<file path="src/deq_pkg.sv">
// Shared constants for the double-ended queue: command and status codes,
// field widths and stream bus packing. No dependencies.
package deq_pkg;

    localparam int DEPTH_DEF = 64;

    localparam int OP_W      = 3;
    localparam int VAL_W     = 64;
    localparam int IDX_W     = 16;
    localparam int ST_W      = 2;
    localparam int CNT_OUT_W = 7;

    localparam int S_FIELDS_W = OP_W + VAL_W + IDX_W;
    localparam int S_TDATA_W  = ((S_FIELDS_W + 7) / 8) * 8;
    localparam int M_FIELDS_W = ST_W + VAL_W + VAL_W + CNT_OUT_W;
    localparam int M_TDATA_W  = ((M_FIELDS_W + 7) / 8) * 8;
    localparam int M_PAD_W    = M_TDATA_W - M_FIELDS_W;

    localparam logic [OP_W-1:0] OP_PUSH_FRONT = 3'd0;
    localparam logic [OP_W-1:0] OP_PUSH_BACK  = 3'd1;
    localparam logic [OP_W-1:0] OP_POP_FRONT  = 3'd2;
    localparam logic [OP_W-1:0] OP_POP_BACK   = 3'd3;
    localparam logic [OP_W-1:0] OP_READ       = 3'd4;

    localparam logic [ST_W-1:0] ST_OK    = 2'd0;
    localparam logic [ST_W-1:0] ST_EMPTY = 2'd1;
    localparam logic [ST_W-1:0] ST_FULL  = 2'd2;

endpackage

</file>
<file path="src/deq_mod.sv">
// Bit-serial remainder unit: dividend % divisor, one restoring step per cycle.
// Depends on deq_pkg for the index width.
module deq_mod #(
    parameter int DEPTH = deq_pkg::DEPTH_DEF
) (
    input  logic                          clk,
    input  logic                          rst_n,
    input  logic                          start,
    input  logic [deq_pkg::IDX_W-1:0]     dividend,
    input  logic [$clog2(DEPTH+1)-1:0]    divisor,
    output logic [$clog2(DEPTH+1)-1:0]    rem,
    output logic                          done
);
    import deq_pkg::*;

    localparam int CW = $clog2(DEPTH + 1);
    localparam int SW = $clog2(IDX_W + 1);

    typedef logic [CW-1:0] cnt_t;
    typedef logic [CW:0]   trial_t;
    typedef logic [SW-1:0] step_t;

    step_t             step_reg, step_next;
    logic [IDX_W-1:0]  shf_reg, shf_next;
    cnt_t              rem_reg, rem_next;
    cnt_t              div_reg, div_next;
    logic              done_reg, done_next;
    trial_t            trial;

    always_comb
    begin
        step_next = step_reg;
        shf_next  = shf_reg;
        rem_next  = rem_reg;
        div_next  = div_reg;
        done_next = 1'b0;
        trial     = {rem_reg, shf_reg[IDX_W-1]};
        if (start)
        begin
            step_next = step_t'(IDX_W);
            shf_next  = dividend;
            rem_next  = '0;
            div_next  = divisor;
        end
        else if (step_reg != '0)
        begin
            // restoring step: shift in next dividend bit, subtract if it fits
            if (trial >= {1'b0, div_reg})
            begin
                rem_next = cnt_t'(trial - {1'b0, div_reg});
            end
            else
            begin
                rem_next = trial[CW-1:0];
            end
            shf_next  = {shf_reg[IDX_W-2:0], 1'b0};
            step_next = step_reg - step_t'(1);
            done_next = (step_reg == step_t'(1));
        end
    end

    always_ff @(posedge clk or negedge rst_n)
    begin
        if (!rst_n)
        begin
            step_reg <= '0;
            done_reg <= 1'b0;
        end
        else
        begin
            step_reg <= step_next;
            done_reg <= done_next;
        end
    end

    always_ff @(posedge clk)
    begin
        shf_reg <= shf_next;
        rem_reg <= rem_next;
        div_reg <= div_next;
    end

    assign rem  = rem_reg;
    assign done = done_reg;

endmodule

</file>
<file path="config.mk">
export PLATFORM = sky130hd
export DESIGN_NAME = deq_mod
export DESIGN_NICKNAME = d
export VERILOG_FILES = /design/src/deq_pkg.sv /design/src/deq_mod.sv
export SDC_FILE = /design/constraint.sdc
export NUM_CORES = 1
export LEC_CHECK = 0
export ABC_AREA = 1
export BUFFER_PORTS_ARGS = -buffer_cell sky130_fd_sc_hd__buf_4
export CAP_MARGIN = 20
export CORE_MARGIN = 2
export CORE_UTILIZATION = 59
export DETAILED_ROUTE_END_ITERATION = 8
export GPL_TIMING_DRIVEN = 0
export PLACE_DENSITY = 0.89
export SYNTH_ARGS = -nofsm -noshare
export SYNTH_HDL_FRONTEND = slang
export SYNTH_SLANG_ARGS = --single-unit
</file>
<file path="constraint.sdc">
create_clock -name clk -period 4.5 [get_ports clk]
set_input_delay 0.675 -clock clk [delete_from_list [all_inputs] [get_ports clk]]
set_output_delay 0.675 -clock clk [all_outputs]
set_load 0.05 [all_outputs]
</file>
# After elaboration in Yosys (flattened, before gate mapping)
# Index checks and enable logic that the tools add are counted.
# op_classes
n_eq_ne	1
muxes	7
magnitude_cmp	1
n_reduce_logical	2
add_sub_neg	2
# ops
cell	n
16-bit 2-to-1 mux	2
5-bit 2-to-1 mux	2
8-bit by 7-bit greater-or-equal comparator with 1-bit output	1
7-bit 2-to-1 mux	1
7-bit subtractor	1
5-bit by 1-bit equality test with 1-bit output, second input constant	1
5-bit nonzero test	1
5-bit by 1-bit subtractor with 5-bit output, second input constant	1
1-bit 2-to-1 mux	2
2-bit nonzero test	1
# totals
output_inout_bits	8
input_bits	26
word_cells	18
regBits	36

# Logic depth before layout (Yosys ltp)
# depth
word_depth	3
mapped_depth	11
mapped_depth_nobuf	11

# Least setup slack after synthesis
# OpenSTA, ideal clock, no wires.
# synth_timing
path_kind	reg-to-reg
startpoint	reg rem_reg[1] (netlist: rem[1])
endpoint	reg rem_reg[5] (netlist: rem[5])
path_stages_with_launch	8
arrival_ps	1689
required_time_ps	4386
setup_time_ps	114
slack_ps	2697
synth_period_minus_slack_ps	1803
path_buffers	0
path_cell_list	dfxtp_1 -> ha_1 -> nand3_1 -> nand3_1 -> o21ai_2 -> nand3_1 -> nand3_1 -> nand2_1
# synth_between
elab_chain_cells	2
word_cells_on_any_way	3
classes_between	add/sub (1); order compare (1); mux (1)
# synth_rtl
element	line_no	text
start: declaration	deq_mod.sv:25	cnt_t rem_reg, rem_next;
start signal: assignment	deq_mod.sv:79	rem_reg <= rem_next;
7-bit subtractor / 8-bit by 7-bit greater-or-equal comparator with 1-bit output (equally long branches)	deq_mod.sv:50, deq_mod.sv:48	
7-bit 2-to-1 mux *	deq_mod.sv:48	if (trial >= {1'b0, div_reg})
# Mark *: on every way between the ends. The rest lies on a longest branch, timed or not.
# A chain may end at the register's enable or synchronous reset.

# Final worst setup path
# layout_timing
startpoint	reg shf_reg[15]
endpoint	reg rem_reg[2] (netlist: rem[2])
# layout_between
elab_chain_cells	2
word_cells_on_any_way	3
classes_between	add/sub (1); order compare (1); mux (1)
# layout_rtl
element	line_no	text
start: declaration	deq_mod.sv:24	logic [IDX_W-1:0] shf_reg, shf_next;
start signal: assignment	deq_mod.sv:78	shf_reg <= shf_next;
7-bit subtractor / 8-bit by 7-bit greater-or-equal comparator with 1-bit output (equally long branches)	deq_mod.sv:50, deq_mod.sv:48	
7-bit 2-to-1 mux *	deq_mod.sv:48	
# Marked as above.

==> summary.md <==
| Metric | Value |
|---|---|
| Status | `finished, final reports clean` |
| Yosys cell types | `28` |
| Number of synthesized register bits | `36` |
| Initial Utilization | `62.0%` |
| # diodes | `0` |
| Vias/cell | `4.97` |
| Period utilisation layout | `46.7%` |
| Worst hold path class | `primary input to asynchronous set/reset pin` |
| Setup_tns | `0 ns` |
| Max FFs per register | `16` |
| Reg-to-reg slack, setup | `2.40 ns` |
| Vias in the first global route | `1356` |
| IO buf count | `33` |
| CP max FO | `7` |
| Root Buffer | `clkbuf_4` |
| Pwr dens | `628 nW/um^2` |
| Crit path time final | `2.10 ns` |
| Area growth, synth to finish | `19.9%` |
| Slew @ Worst Pin | `0.607 ns` |
| Mean Syn Cell Area | `8.53 um^2` |
| Dpl hpwl | `2680 um` |
| CP Launch Type | `flop` |
| Max layer used | `met4` |
| Reg2reg end | `rem[2]` |
| Clock Sinks | `36` |
| Maximum VDD drop | `0.342 mV` |
| GP Congestion | `0.910` |
| DR WL/cell | `11.6 um` |
| Area leader, netlist | `edfxtp_1` |
| Yosys top cell area share | `36.5%` |
| Initial antenna violation count | `0` |
| DRC viols | `0` |
| CP bufs+invs | `2` |
| Core area | `3050 um^2` |
| Vias after detailed routing | `1525` |
| Slowest stage delay, CP | `0.44 ns` |
| Post-CTS Setup Bufs | `0` |
| Seq/Total Area, Yosys | `51.8%` |
| Die Width | `60.7 um` |
| Crit. End Element | `flop` |
| Synth top area cells | `edfxtp_1 (36%), nand2_1 (18%), dfrtp_1 (7.9%)` |
| Count leader, synth | `nand2_1` |
| Post-synth EDFFs | `23` |
| Initial DRC count | `85` |
| Pre-CTS setup slack | `2.37 ns` |
| IO Pins | `34` |
| Finished Core Util | `74.4%` |
| Worst path cell trace | `inv_1 > ha_1 > inv_1 > fa_1 > nand3_1 > nand3_1 > o21ai_2 > nand3b_1 > nand3_1 > nand2_1` |
| Design Power | `0.00143 W` |
| Die Ht | `60.7 um` |
| H-tree depth | `2` |
| Clk buf depth | `2` |
| Mapped Cells | `222` |
| RSZ-0062 raised after global routing | `false` |
| PostCTS Resize Cnt | `0` |
| Netlist Area Pre-Place | `1890 um^2` |
| CP arrival | `2.34 ns` |
| Slowest stage cell, crit path | `fa_1` |
| Setup Skew | `0.00569 ns` |
| Yosys warning total | `0` |
| WL met1 | `1540 um` |
| Clk Latency, worst-skew pair | `0.34 ns` |
| Layout cell share with drive strength beyond 1 | `18.3%` |
| Final setup vio count | `0` |
| GRT Overall Usage | `21.8%` |
| CTS Hold Bufs | `0` |
| DRT Wirelength | `3560 um` |
| Reg2Reg Depth | `10` |
| CP required | `4.74 ns` |
| Slew headroom | `59.5%` |
| ANT nets after route | `0` |
| Asr flop ratio synth | `16.7%` |
| Final-stage net count | `298` |
| PnR worst setup slack | `2.40 ns` |
| Post-Syn Nets | `258` |
| Final Hold Fails | `0` |
| Crit path kind | `flop to flop` |
| TritonCTS Buffers | `5` |
| Final Slew Violations | `0` |
| Met2 routed WL | `1810 um` |
| TritonCTS clock tree | `yes` |
| Static Leak | `1.16 nW` |
| Max-Cap Viols | `0` |
| Met3 wire len | `160 um` |
| Grt total ovfl | `0` |
| DRT Pass-1 Iters | `4` |
| FF-to-FF Start | `shf_reg[15]` |
| Commonest cells post-synth | `nand2_1 (93), inv_1 (29), edfxtp_1 (23)` |
| Most frequent CP cell | `nand3_1` |
| Synth Flop Type | `edfxtp_1` |
| Die Area | `3680 um^2` |
| Clock Pin Slew Worst Setup and Hold Paths | `0.10 ns` |
| CP top delay family | `adder cells` |
| Pin count of the biggest net entering global routing | `18` |
| Rows | `20` |
| First-pass GRT wire length | `5750 um` |
| Fmax | `476 MHz` |
==> where the power goes <==
| group | switching [W] | internal, W | total (W) |
|---|---|---|---|
| sequential | 0.0000586 | 0.000453 | 0.000512 |
| combinational | 0.000442 | 0.000256 | 0.000698 |
| clock | 0.000105 | 0.000113 | 0.000218 |
| total | 0.000606 | 0.000822 | 0.00143 |
==> worst max-delay path by stage <==
stage | start | end | slack (ns) | cells past startpoint
finish | shf_reg[15] | rem[2] | 2.40 | 10
global route | shf_reg[15] | rem[4] | 2.29 | 10
CTS | shf_reg[15] | rem[2] | 2.41 | 10
detailed placement | start | shf_reg[7] | 2.37 | 4
global placement | start | shf_reg[0] | 2.38 | 4
floorplan | rem[1] | rem[5] | 2.70 | 7
==> kinds of logic (layout without fill, tap and decap cells) <==
kind of cell             Yosys count  count (layout)  synth area share [%]
XOR/XNOR                           2               2                 0.925
flip-flops                        36              36                  51.8
buffers and inverters             33              74                  6.60
AND/OR/NAND/NOR                  134             134                  31.0
AO/OA/AOI/OAI                      7               7                  2.71
adder cells (fa/ha/maj)           10              10                  7.00
==> area by class of cell <==
| type | count | area [um^2] |
|---|---|---|
| Clock inverter | 3 | 37.5 |
| Tap cell | 44 | 55.1 |
| Multi-Input combinational cell | 153 | 788 |
| Clock buffer | 5 | 37.5 |
| Sequential cell | 36 | 981 |
| Timing Repair Buffer | 33 | 248 |
| Buffer | 3 | 12.5 |
| Inverter | 30 | 113 |
| Fill cell | 245 | 781 |
==> layout by cell type (no fill, tap or decap) <==
cell / count
a21oi_4: 1
nor4_1: 1
ha_1: 9
or2_2: 1
buf_1: 1
o22ai_1: 1
inv_2: 1
a21oi_1: 2
o21ai_0: 2
nand3b_1: 6
buf_2: 1
clkbuf_1: 1
clkbuf_4: 5
nand3_4: 1
nor2_2: 1
nand2_1: 93
dfrtp_1: 6
inv_1: 29
clkinv_1: 2
fa_1: 1
nor2_4: 1
nand4_1: 2
nor3_1: 1
o21ai_2: 1
nor2_1: 9
nand3_1: 17
dfxtp_1: 7
edfxtp_1: 23
buf_4: 33
bufinv_16: 1
or2_4: 1
xnor2_1: 2
==> routing by layer <==
layer	GRT usage, %	up-vias
met3	6.61	6
met1	26.5	693
met5	0	-
li1	-	785
met4	8.70	0
met2	36.3	41
==> through the flow <==
stage / hold WS [ns] / cell area (um^2) / instances
after CTS: 0.110 / 2270 / 307
after global routing: 0.0938 / 2270 / 307
final: 0.117 / 2270 / 307
after detailed placement: 0.479 / 2200 / 299
after global placement: 0.471 / 2200 / 299
after floorplan: 0.379 / 1890 / 222
Power figures use the tool's default switching activity.
